## src/sv/tcrw_pkg.sv

```systemverilog
`timescale 1ns / 1ps
`default_nettype none
// ----------------------------------------------------------------------------
// tcrw_pkg: shared types and constants of the Reno congestion window engine
// Event codes, status and mode codes, register indexes and the result record.
// ----------------------------------------------------------------------------
package tcrw_pkg;

    localparam int COUNT_BITS_DEF = 16;
    localparam int WIN_BITS       = 16;
    localparam int THR_BITS       = 4;
    localparam int TMO_BITS       = 8;
    localparam int OP_BITS        = 2;
    localparam int STATUS_BITS    = 3;
    localparam int MODE_BITS      = 2;
    localparam int CFG_IDX_BITS   = 3;
    localparam int CFG_DATA_BITS  = 16;

    // reset values of the registers
    localparam logic [WIN_BITS-1:0] TOTAL_RST    = '0;
    localparam logic [THR_BITS-1:0] DUP_THR_RST  = 4'd3;
    localparam logic [TMO_BITS-1:0] TMO_WAIT_RST = 8'd1;
    localparam logic                FAST_REC_RST = 1'b1;
    localparam logic [WIN_BITS-1:0] INIT_CWND_RST = 16'd1;
    localparam logic [WIN_BITS-1:0] INIT_SST_RST  = 16'd64;

    typedef enum logic [OP_BITS-1:0] {
        OP_RESTART    = 2'd0,
        OP_PACKET     = 2'd1,
        OP_LOSS_CHECK = 2'd2,
        OP_RTT_TICK   = 2'd3
    } t_op;

    typedef enum logic [STATUS_BITS-1:0] {
        ST_NOT_SENT   = 3'd0,
        ST_ACKED      = 3'd1,
        ST_LOST       = 3'd2,
        ST_DUP_ACK    = 3'd3,
        ST_THRESHOLD  = 3'd4
    } t_status;

    typedef enum logic [MODE_BITS-1:0] {
        MODE_SLOW_START = 2'd0,
        MODE_ADDITIVE   = 2'd1,
        MODE_FAST_RETX  = 2'd2
    } t_mode;

    typedef enum logic [CFG_IDX_BITS-1:0] {
        CFG_TOTAL_PACKETS    = 3'd0,
        CFG_DUP_ACK_THRESH   = 3'd1,
        CFG_TIMEOUT_WAIT     = 3'd2,
        CFG_FAST_RECOVERY    = 3'd3,
        CFG_INITIAL_CWND     = 3'd4,
        CFG_INITIAL_SSTHRESH = 3'd5
    } t_cfg_idx;

    typedef struct packed {
        logic                     we;
        logic [CFG_IDX_BITS-1:0]  index;
        logic [CFG_DATA_BITS-1:0] data;
    } t_cfg_wr;

    typedef struct packed {
        logic [STATUS_BITS-1:0] packet_status;
        logic                   loss_reacted;
        logic [WIN_BITS-1:0]    window;
        logic [WIN_BITS-1:0]    threshold;
        logic [MODE_BITS-1:0]   cc_mode;
        logic [WIN_BITS-1:0]    acked_total;
        logic [TMO_BITS-1:0]    timeout_left;
        logic                   all_acked;
    } t_result;

endpackage
`default_nettype wire

```

## src/sv/tcrw_in_if.sv

```systemverilog
`timescale 1ns / 1ps
`default_nettype none
// ----------------------------------------------------------------------------
// tcrw_in_if: event channel
// Valid/ready channel that carries one congestion control event.
// ----------------------------------------------------------------------------
interface tcrw_in_if import tcrw_pkg::*; ();
    logic               valid;
    logic               ready;
    logic [OP_BITS-1:0] op;
    logic               lost;
    logic               first_of_round;

    modport source (output valid, op, lost, first_of_round, input ready);
    modport sink   (input valid, op, lost, first_of_round, output ready);
endinterface
`default_nettype wire

```

## src/sv/tcrw_out_if.sv

```systemverilog
`timescale 1ns / 1ps
`default_nettype none
// ----------------------------------------------------------------------------
// tcrw_out_if: result channel
// Valid/ready channel that carries the window state after one event.
// ----------------------------------------------------------------------------
interface tcrw_out_if import tcrw_pkg::*; ();
    logic                   valid;
    logic                   ready;
    logic [STATUS_BITS-1:0] packet_status;
    logic                   loss_reacted;
    logic [WIN_BITS-1:0]    window;
    logic [WIN_BITS-1:0]    threshold;
    logic [MODE_BITS-1:0]   cc_mode;
    logic [WIN_BITS-1:0]    acked_total;
    logic [TMO_BITS-1:0]    timeout_left;
    logic                   all_acked;

    modport source (output valid, packet_status, loss_reacted, window, threshold, cc_mode,
                    acked_total, timeout_left, all_acked, input ready);
    modport sink   (input valid, packet_status, loss_reacted, window, threshold, cc_mode,
                    acked_total, timeout_left, all_acked, output ready);
endinterface
`default_nettype wire

```

## src/sv/tcrw_engine.sv

```systemverilog
`timescale 1ns / 1ps
`default_nettype none
// ----------------------------------------------------------------------------
// tcrw_engine: window state and event logic
// Holds the registers and the run state, and computes the next state and the
// result of one event in a single pass.
// ----------------------------------------------------------------------------
module tcrw_engine import tcrw_pkg::*; #(
    parameter int COUNT_BITS = COUNT_BITS_DEF
) (
    input  wire logic    i_clk,
    input  wire logic    i_rst_n,
    input  wire t_cfg_wr i_cfg,
    input  wire logic    i_accept,
    input  wire t_op     i_op,
    input  wire logic    i_lost,
    input  wire logic    i_first,
    output t_result      o_result
);

    localparam int CW = (COUNT_BITS > WIN_BITS) ? COUNT_BITS : WIN_BITS;
    localparam int EW = CW + 1;

    // registers
    logic [WIN_BITS-1:0] r_total;
    logic [THR_BITS-1:0] r_dup_thr;
    logic [TMO_BITS-1:0] r_tmo_wait;
    logic                r_fast_rec;
    logic [WIN_BITS-1:0] r_init_cwnd;
    logic [WIN_BITS-1:0] r_init_sst;

    // run state
    logic [WIN_BITS-1:0]   r_cwnd,    n_cwnd;
    logic [WIN_BITS-1:0]   r_sst,     n_sst;
    t_mode                 r_mode,    n_mode;
    logic [TMO_BITS-1:0]   r_tmo,     n_tmo;
    logic [COUNT_BITS-1:0] r_acked,   n_acked;
    logic [COUNT_BITS-1:0] r_start,   n_start;
    logic [COUNT_BITS-1:0] r_sent,    n_sent;
    logic [COUNT_BITS-1:0] r_lostcnt, n_lostcnt;
    logic [THR_BITS-1:0]   r_aal,     n_aal;
    logic                  r_open,    n_open;

    t_status status;
    logic    reacted;

    always_comb begin
        logic                  blocked;
        logic                  send;
        logic                  done_cur;
        logic [COUNT_BITS:0]   v_end;
        logic [THR_BITS-1:0]   v_limit;
        logic [WIN_BITS:0]     v_dbl;

        n_cwnd    = r_cwnd;
        n_sst     = r_sst;
        n_mode    = r_mode;
        n_tmo     = r_tmo;
        n_acked   = r_acked;
        n_start   = r_start;
        n_sent    = r_sent;
        n_lostcnt = r_lostcnt;
        n_aal     = r_aal;
        n_open    = r_open;
        status    = ST_NOT_SENT;
        reacted   = 1'b0;
        blocked   = 1'b0;
        send      = 1'b0;
        v_end     = '0;
        v_limit   = (r_dup_thr == '0) ? THR_BITS'(1) : r_dup_thr;
        v_dbl     = {r_cwnd, 1'b0};
        done_cur  = EW'(r_acked) >= EW'(r_total);

        if (i_accept) begin
            unique case (i_op)
                OP_RESTART: begin
                    n_cwnd    = r_init_cwnd;
                    n_sst     = r_init_sst;
                    n_mode    = MODE_SLOW_START;
                    n_tmo     = '0;
                    n_acked   = '0;
                    n_start   = '0;
                    n_sent    = '0;
                    n_lostcnt = '0;
                    n_aal     = '0;
                    n_open    = 1'b0;
                end
                OP_PACKET: begin
                    if (i_first) begin
                        if (r_tmo != '0 || done_cur) begin
                            n_open  = 1'b0;
                            blocked = 1'b1;
                        end else begin
                            n_lostcnt = '0;
                            n_aal     = '0;
                            n_start   = r_acked;
                            n_sent    = '0;
                            n_open    = 1'b1;
                        end
                    end
                    v_end = {1'b0, n_start} + {1'b0, n_sent};
                    send  = !blocked && n_open && (EW'(n_sent) < EW'(r_cwnd))
                            && (EW'(v_end) < EW'(r_total));
                    if (send) begin
                        if (n_sent != '1) begin
                            n_sent = n_sent + 1'b1;
                        end
                        if (i_lost) begin
                            if (n_lostcnt != '1) begin
                                n_lostcnt = n_lostcnt + 1'b1;
                            end
                            status = ST_LOST;
                        end else if (n_lostcnt == '0) begin
                            if (n_acked != '1) begin
                                n_acked = n_acked + 1'b1;
                            end
                            status = ST_ACKED;
                        end else begin
                            if (n_aal != '1) begin
                                n_aal = n_aal + 1'b1;
                            end
                            // close the round once enough acks follow the loss
                            if (n_aal == v_limit) begin
                                n_open = 1'b0;
                                status = ST_THRESHOLD;
                            end else begin
                                status = ST_DUP_ACK;
                            end
                        end
                    end
                end
                OP_LOSS_CHECK: begin
                    priority if (r_tmo != '0) begin
                        n_tmo   = r_tmo - 1'b1;
                        reacted = 1'b1;
                    end else if (r_aal >= v_limit) begin
                        n_mode  = MODE_FAST_RETX;
                        n_sst   = r_cwnd >> 1;
                        n_cwnd  = r_fast_rec ? (r_cwnd >> 1) : WIN_BITS'(1);
                        reacted = 1'b1;
                    end else if (r_lostcnt != '0) begin
                        n_tmo   = r_tmo_wait;
                        n_mode  = MODE_SLOW_START;
                        n_sst   = r_cwnd >> 1;
                        n_cwnd  = WIN_BITS'(1);
                        reacted = 1'b1;
                    end else begin
                        reacted = 1'b0;
                    end
                end
                OP_RTT_TICK: begin
                    if (r_mode == MODE_FAST_RETX || r_mode == MODE_ADDITIVE) begin
                        n_mode = MODE_ADDITIVE;
                        if (r_cwnd != '1) begin
                            n_cwnd = r_cwnd + 1'b1;
                        end
                    end else if (r_mode == MODE_SLOW_START) begin
                        if (v_dbl > {1'b0, r_sst}) begin
                            n_cwnd = r_sst;
                        end else if (r_cwnd < r_sst) begin
                            n_cwnd = v_dbl[WIN_BITS-1:0];
                        end
                        if (n_cwnd == r_sst) begin
                            n_mode = MODE_ADDITIVE;
                        end
                    end
                end
                default: begin
                end
            endcase
        end
    end

    always_comb begin
        o_result.packet_status = status;
        o_result.loss_reacted  = reacted;
        o_result.window        = n_cwnd;
        o_result.threshold     = n_sst;
        o_result.cc_mode       = n_mode;
        o_result.acked_total   = WIN_BITS'(n_acked);
        o_result.timeout_left  = n_tmo;
        o_result.all_acked     = EW'(n_acked) >= EW'(r_total);
    end

    always_ff @(posedge i_clk) begin
        if (!i_rst_n) begin
            r_total     <= TOTAL_RST;
            r_dup_thr   <= DUP_THR_RST;
            r_tmo_wait  <= TMO_WAIT_RST;
            r_fast_rec  <= FAST_REC_RST;
            r_init_cwnd <= INIT_CWND_RST;
            r_init_sst  <= INIT_SST_RST;
        end else if (i_cfg.we) begin
            unique case (i_cfg.index)
                CFG_TOTAL_PACKETS:    r_total     <= i_cfg.data[WIN_BITS-1:0];
                CFG_DUP_ACK_THRESH:   r_dup_thr   <= i_cfg.data[THR_BITS-1:0];
                CFG_TIMEOUT_WAIT:     r_tmo_wait  <= i_cfg.data[TMO_BITS-1:0];
                CFG_FAST_RECOVERY:    r_fast_rec  <= i_cfg.data[0];
                CFG_INITIAL_CWND:     r_init_cwnd <= i_cfg.data[WIN_BITS-1:0];
                CFG_INITIAL_SSTHRESH: r_init_sst  <= i_cfg.data[WIN_BITS-1:0];
                default: begin
                end
            endcase
        end
    end

    always_ff @(posedge i_clk) begin
        if (!i_rst_n) begin
            r_cwnd    <= INIT_CWND_RST;
            r_sst     <= INIT_SST_RST;
            r_mode    <= MODE_SLOW_START;
            r_tmo     <= '0;
            r_acked   <= '0;
            r_start   <= '0;
            r_sent    <= '0;
            r_lostcnt <= '0;
            r_aal     <= '0;
            r_open    <= 1'b0;
        end else begin
            r_cwnd    <= n_cwnd;
            r_sst     <= n_sst;
            r_mode    <= n_mode;
            r_tmo     <= n_tmo;
            r_acked   <= n_acked;
            r_start   <= n_start;
            r_sent    <= n_sent;
            r_lostcnt <= n_lostcnt;
            r_aal     <= n_aal;
            r_open    <= n_open;
        end
    end

endmodule
`default_nettype wire

```

## src/sv/tcrw_outbuf.sv

```systemverilog
`timescale 1ns / 1ps
`default_nettype none
// ----------------------------------------------------------------------------
// tcrw_outbuf: result register with skid stage
// Two-entry output buffer; takes a result while an earlier one waits.
// ----------------------------------------------------------------------------
module tcrw_outbuf import tcrw_pkg::*; (
    input  wire logic    i_clk,
    input  wire logic    i_rst_n,
    input  wire logic    i_push,
    input  wire t_result i_data,
    output logic         o_ready,
    output logic         o_valid,
    input  wire logic    i_ready,
    output t_result      o_data
);

    t_result r_out;
    t_result r_skid;
    logic    r_out_valid;
    logic    r_skid_valid;
    logic    pop;

    assign pop     = r_out_valid && i_ready;
    assign o_ready = !r_skid_valid;
    assign o_valid = r_out_valid;
    assign o_data  = r_out;

    always_ff @(posedge i_clk) begin
        if (!i_rst_n) begin
            r_out_valid  <= 1'b0;
            r_skid_valid <= 1'b0;
        end else begin
            if (i_push) begin
                if (!r_out_valid || pop) begin
                    r_out_valid <= 1'b1;
                end else begin
                    r_skid_valid <= 1'b1;
                end
            end else if (pop) begin
                // advance the held transaction, or drain
                if (r_skid_valid) begin
                    r_skid_valid <= 1'b0;
                end else begin
                    r_out_valid <= 1'b0;
                end
            end
        end
    end

    always_ff @(posedge i_clk) begin
        if (i_push) begin
            if (!r_out_valid || pop) begin
                r_out <= i_data;
            end else begin
                r_skid <= i_data;
            end
        end else if (pop && r_skid_valid) begin
            r_out <= r_skid;
        end
    end

endmodule
`default_nettype wire

```

## src/sv/tcp_reno_congestion_window.sv

```systemverilog
`timescale 1ns / 1ps
`default_nettype none
// ----------------------------------------------------------------------------
// tcp_reno_congestion_window: Reno congestion window engine
// Event-driven sender window with slow start, additive increase, fast
// retransmit and timeout handling.
// ----------------------------------------------------------------------------
// One event is taken per clock cycle while the input is ready; each yields
// one result, registered in the output buffer for the output channel. The
// event logic updates the window state in a single pass, so consecutive
// events see each other's effect without bubbles. A two-entry output buffer
// keeps the input ready while one result waits; the input stalls only when
// both entries are full. Write registers through the write port only while
// no event is in flight, not enforced here; unused indexes are ignored.
module tcp_reno_congestion_window import tcrw_pkg::*; #(
    parameter int COUNT_BITS = COUNT_BITS_DEF
) (
    input  wire logic                     i_clk,
    input  wire logic                     i_rst_n,
    input  wire logic                     i_cfg_we,
    input  wire logic [CFG_IDX_BITS-1:0]  i_cfg_index,
    input  wire logic [CFG_DATA_BITS-1:0] i_cfg_data,
    tcrw_in_if.sink                       i_in,
    tcrw_out_if.source                    o_out
);

    t_cfg_wr cfg;
    t_result eng_result;
    t_result buf_result;
    logic    in_ready;
    logic    accept;

    assign cfg.we    = i_cfg_we;
    assign cfg.index = i_cfg_index;
    assign cfg.data  = i_cfg_data;

    assign i_in.ready = in_ready;
    assign accept     = i_in.valid && in_ready;

    tcrw_engine #(
        .COUNT_BITS (COUNT_BITS)
    ) u_engine (
        .i_clk    (i_clk),
        .i_rst_n  (i_rst_n),
        .i_cfg    (cfg),
        .i_accept (accept),
        .i_op     (t_op'(i_in.op)),
        .i_lost   (i_in.lost),
        .i_first  (i_in.first_of_round),
        .o_result (eng_result)
    );

    tcrw_outbuf u_outbuf (
        .i_clk   (i_clk),
        .i_rst_n (i_rst_n),
        .i_push  (accept),
        .i_data  (eng_result),
        .o_ready (in_ready),
        .o_valid (o_out.valid),
        .i_ready (o_out.ready),
        .o_data  (buf_result)
    );

    assign o_out.packet_status = buf_result.packet_status;
    assign o_out.loss_reacted  = buf_result.loss_reacted;
    assign o_out.window        = buf_result.window;
    assign o_out.threshold     = buf_result.threshold;
    assign o_out.cc_mode       = buf_result.cc_mode;
    assign o_out.acked_total   = buf_result.acked_total;
    assign o_out.timeout_left  = buf_result.timeout_left;
    assign o_out.all_acked     = buf_result.all_acked;

endmodule
`default_nettype wire
```

## src/flat_wrapper.sv

```systemverilog
// flat-port wrapper written by rule: the top's interface ports become plain ports
module tcp_reno_congestion_window_flat import tcrw_pkg::*;
#(
    parameter int COUNT_BITS = COUNT_BITS_DEF
)
  (i_clk, i_rst_n, i_cfg_we, i_cfg_index, i_cfg_data, i_in_valid, i_in_op, i_in_lost, i_in_first_of_round, i_in_ready, o_out_valid, o_out_packet_status, o_out_loss_reacted, o_out_window, o_out_threshold, o_out_cc_mode, o_out_acked_total, o_out_timeout_left, o_out_all_acked, o_out_ready);
  tcrw_in_if i_in_i ();
  tcrw_out_if o_out_i ();
  input  wire logic i_clk;
  input  wire logic i_rst_n;
  input  wire logic i_cfg_we;
  input  wire logic [CFG_IDX_BITS-1:0] i_cfg_index;
  input  wire logic [CFG_DATA_BITS-1:0] i_cfg_data;
  input wire logic [$bits(i_in_i.valid)-1:0] i_in_valid;
  input wire logic [$bits(i_in_i.op)-1:0] i_in_op;
  input wire logic [$bits(i_in_i.lost)-1:0] i_in_lost;
  input wire logic [$bits(i_in_i.first_of_round)-1:0] i_in_first_of_round;
  output wire logic [$bits(i_in_i.ready)-1:0] i_in_ready;
  output wire logic [$bits(o_out_i.valid)-1:0] o_out_valid;
  output wire logic [$bits(o_out_i.packet_status)-1:0] o_out_packet_status;
  output wire logic [$bits(o_out_i.loss_reacted)-1:0] o_out_loss_reacted;
  output wire logic [$bits(o_out_i.window)-1:0] o_out_window;
  output wire logic [$bits(o_out_i.threshold)-1:0] o_out_threshold;
  output wire logic [$bits(o_out_i.cc_mode)-1:0] o_out_cc_mode;
  output wire logic [$bits(o_out_i.acked_total)-1:0] o_out_acked_total;
  output wire logic [$bits(o_out_i.timeout_left)-1:0] o_out_timeout_left;
  output wire logic [$bits(o_out_i.all_acked)-1:0] o_out_all_acked;
  input wire logic [$bits(o_out_i.ready)-1:0] o_out_ready;
  assign i_in_i.valid = i_in_valid;
  assign i_in_i.op = i_in_op;
  assign i_in_i.lost = i_in_lost;
  assign i_in_i.first_of_round = i_in_first_of_round;
  assign i_in_ready = i_in_i.ready;
  assign o_out_valid = o_out_i.valid;
  assign o_out_packet_status = o_out_i.packet_status;
  assign o_out_loss_reacted = o_out_i.loss_reacted;
  assign o_out_window = o_out_i.window;
  assign o_out_threshold = o_out_i.threshold;
  assign o_out_cc_mode = o_out_i.cc_mode;
  assign o_out_acked_total = o_out_i.acked_total;
  assign o_out_timeout_left = o_out_i.timeout_left;
  assign o_out_all_acked = o_out_i.all_acked;
  assign o_out_i.ready = o_out_ready;
  tcp_reno_congestion_window #(.COUNT_BITS(COUNT_BITS)) u_core (.i_clk(i_clk), .i_rst_n(i_rst_n), .i_cfg_we(i_cfg_we), .i_cfg_index(i_cfg_index), .i_cfg_data(i_cfg_data), .i_in(i_in_i), .o_out(o_out_i));
endmodule
```

## config.mk

```make
export PLATFORM = sky130hd
export DESIGN_NAME = tcp_reno_congestion_window_flat
export DESIGN_NICKNAME = d
export VERILOG_FILES = /design/src/sv/tcrw_pkg.sv /design/src/sv/tcrw_in_if.sv /design/src/sv/tcrw_out_if.sv /design/src/sv/tcrw_engine.sv /design/src/sv/tcrw_outbuf.sv /design/src/sv/tcp_reno_congestion_window.sv /design/src/flat_wrapper.sv
export SDC_FILE = /design/constraint.sdc
export NUM_CORES = 1
export LEC_CHECK = 0
export BUFFER_PORTS_ARGS = -buffer_cell sky130_fd_sc_hd__buf_2
export CELL_PAD_IN_SITES_DETAIL_PLACEMENT = 1
export CELL_PAD_IN_SITES_GLOBAL_PLACEMENT = 1
export CORE_MARGIN = 8
export CORE_UTILIZATION = 51
export CTS_CLUSTER_SIZE = 20
export DETAILED_ROUTE_END_ITERATION = 12
export PLACE_DENSITY = 0.85
export SYNTH_ARGS = -nofsm -noshare
export SYNTH_HDL_FRONTEND = slang
export SYNTH_SLANG_ARGS = --single-unit
```

## constraint.sdc

```tcl
create_clock -name i_clk -period 14.3 [get_ports i_clk]
set_input_delay 1.43 -clock i_clk [delete_from_list [all_inputs] [get_ports i_clk]]
set_output_delay 1.43 -clock i_clk [all_outputs]
set_load 0.03 [all_outputs]
```

==> flow_results.org <==
** Worst setup path
- In this run the worst path has a maximum fanout of 59.
- Register-to-register setup slack :: 4830 ps
- Number of cell instances on the worst register-to-register path :: 40
- The critical path in this run is classified as reg2reg.
- In this run the critical register-to-register path is captured at u_core.u_outbuf.o_data[0].
- Family with the most delay on the worst path :: compound AO/OA/AOI/OAI gates
- Startpoint of the lowest-slack register-to-register path :: u_core.u_engine.r_tmo[1]
- Crit path required time :: 14560 ps
- In this design, the stage delay of the slowest critical-path cell is 450 ps.
- Arrival time worst endpoint :: 9730 ps
- STA classifies the critical path endpoint as a flip-flop.
- Combined buffer and inverter count along the critical path :: 3
- Startpoint types :: flip-flop
- Cell with the largest stage delay on the worst path :: or3_4

** Finish
- In the final layout, the share of cells above drive strength 1 is 0.0991.
- Number of nets in the layout :: 2313
- Measured on the finished design, the core utilization comes to 0.568.
- Fin cells :: 2650
- After filler insertion, the fill cell instance count of the layout stands at 4183.
- The repair_antennas step left the layout with diodes totalling 0.
- Compared with the post-synthesis result, the final layout area differs by 10.5%.
- Commonest cells after routing, fill and taps aside :: 355 x nand2_1, 174 x dfxtp_1, 164 x a21oi_1
- The finished cells cover 20000 sq um.
- Most common library cell in the layout ignoring fill and taps :: nand2_1

** Detailed routing
- Wl on met1 :: 29600 um
- Detail-routed net length per standard cell :: 25.9 um
- For this run, design rule violations remaining after detail routing come to 0.
- For this run, the detailed router's first-pass iteration total came to 5.
- Wires add up to 68700 um.
- Iteration-0 DRC Markers :: 1842
- Detailed routing inserted a total of 17600 vias.
- After detailed routing, the number of vias per cell comes to 6.64.
- The routed design uses 30700 um of met2 wire.
- In the detailed route, the total length drawn on met3 is 5750 um.
- Signal routing reaches up to met4.
- Final ANT Viol Nets :: 0

** Clock tree
- Number of buffers on the longest clock path :: 3
- Resized cells post-CTS :: 0
- In this run the number of H-tree levels came out at 2.
- Clock-pin slew was measured on the worst setup and hold paths at 60 ps.
- The clock drives 300 sinks.
- For the worst-skew pair, the clock arrives at the later sink with an insertion delay of 570 ps.
- Cts bufs inserted :: 35
- Root buf cell :: clkbuf_16
- Post-CTS timing repair inserted 0 buffers for setup.
- TritonCTS built the clock tree.
- # hold bufs at CTS :: 0

** Logic synthesis
- The biggest area contributor in the post-synthesis netlist is edfxtp_1.
- Number of enable-type register cells in the synthesized netlist :: 126
- A synthesized cell averages 8.53 sq um.
- During synthesis, Yosys emitted a total of 0 warnings.
- Synthesis instantiated 88 different standard cells from the library.
- Area of the mapped netlist :: 18100 sq um
- Cell count after synthesis :: 2126
- For this run, the leading register cell type out of synthesis is dfxtp_1.
- After synthesis, the share of flip-flops with an asynchronous set or reset is 0.
- The share of synthesized area in the top cell type comes to 0.209.
- Total nets after synthesis :: 2276
- Largest cells by area after synthesis :: edfxtp_1 21%, dfxtp_1 19%, ha_1 8.4%
- Sequential area share after synthesis :: 0.401
- The synthesized design contains 300 register bits.

** Die
- 93 I/O pins were placed.
- Initial standard-cell utilization of the core :: 0.513
- Die Width :: 205 um
- The floorplan step set the die height to 205 um.
- Placeable core area :: 35300 sq um
- The die covers 41800 sq um.
- Site row count :: 69

** Place
- Detailed placement ended at an HPWL of 48200 um.
- Gp weighted congestion :: 0.978
- The placed instances occupy a cell area of 18900 sq um.
- Placed Cells :: 2587
- During placement, the flow inserted port buffers numbering 92.

** GRT
- The number of global-route vias before repair was 17700.
- Global-route total usage across every layer :: 0.322
- The first global-routing pass estimated 105000 um of wire.
- Entering global routing, the biggest net connects 65 pins.
- The initial antenna violation count is 0.
- Total overflow reported by the global router :: 0

** Power
- VDD sags by at most 0.0948 mV.
- Dividing total power by cell area gives a power density of 113 nW/um^2.
- Overall power consumption after layout is estimated at 2.27 mW.
- Static Leak :: 8.08 nW

** STA
- Max Fclk :: 106 MHz
- Max Slew Vio Count :: 0
- Headroom to the max-slew limit came out at 0.0986.
- Total negative slack :: 0 ps
- The final-report hold violation count came to 0.
- Largest clock skew in the final design :: 24.3 ps
- Of the available clock period, the critical path in the final layout requires 0.662.
- Worst-Margin Slew :: 1350 ps
- Setup violations remaining at the end of the flow were counted as 0.
- Setup repair after global routing missed its margin :: false
- Counting I/O delays and the setup requirement, the final critical path takes 9470 ps.

** Worst hold path
- Terminating pin of the worst hold path :: u_core.u_engine.r_init_sst[0]
- Launch point of the worst hold path :: u_core.u_engine.r_init_sst[0]
- Hold Path Cell Cnt :: 2
- Hold crit path type :: reg2reg

** Flow run
- The tool flagged a number of max-cap violations equal to 0.

** Status
- The flow ran to the end, and the final reports show no timing, DRC or antenna violations.
-- worst min-delay path, cell delays in order, from the launching register on --
cell	delay, ps
dfxtp_1	310
nand2_1	50
a21oi_1	50
-- kinds of logic after synthesis --
logic type	count (synthesis)	share of synthesized area
adders and majority gates	122	0.0846
AOI/OAI and AO/OA	583	0.217
xor gates and xnor gates	46	0.0222
buffers and inverters	225	0.0485
DFF	300	0.401
and+or+nand+nor	824	0.212
muxes	26	0.0148
-- cell usage after synthesis (all sizes together) (44+ instances only) --
cell type and count:
nor2 145, inv 100, nor3 44, nand2 357, dfxtp 174, a21oi 169, o21ai 87, nand3 74
and2 50, ha 121, edfxtp 126, clkbuf 98
-- worst max-delay path by stage --
stage | start | to | slack, ps | cells after the start
global route | u_core.u_engine.r_tmo[0] | u_core.u_outbuf.o_data[0] | 4270 | 44
global placement | i_in_first_of_round | u_core.u_outbuf.o_data[0] | 5090 | 41
detailed placement | i_in_first_of_round | u_core.u_outbuf.o_data[0] | 4890 | 41
floorplan | i_in_first_of_round | u_core.u_outbuf.o_data[0] | 5580 | 40
finish | u_core.u_engine.r_tmo[1] | u_core.u_outbuf.o_data[0] | 4830 | 40
CTS | u_core.u_engine.r_tmo[0] | u_core.u_outbuf.o_data[0] | 4940 | 42
-- stage by stage --
stage                     setup slack [ps]  hold WS (ps)
after floorplan                       5580           416
after global placement                5090           444
after detailed placement              4890           451
after CTS                             4940           459
after global routing                  4270           479
final                                 4830           460
-- where the power goes --
part	internal [mW]	switching [mW]
logic	0.122	0.309
clock network	0.504	0.380
registers	0.930	0.0237
total	1.56	0.713
-- layout make-up --
type	count	area, sq um	share of cell area
multi-input cells	1601	10000	0.500
flip-flops and latches	300	7270	0.363
clock buffers	48	945	0.0471
repair buffers	124	701	0.0350
well taps	461	577	0.0288
inverters	101	379	0.0189
clock inverters	15	158	0.00787
-- metal layers --
layer / GRT usage / vias up
met5: 0 / -
met4: 0.137 / 0
met3: 0.0565 / 177
met2: 0.498 / 813
met1: 0.438 / 8788
li1: - / 7828
(Power assumes the default switching activity.)
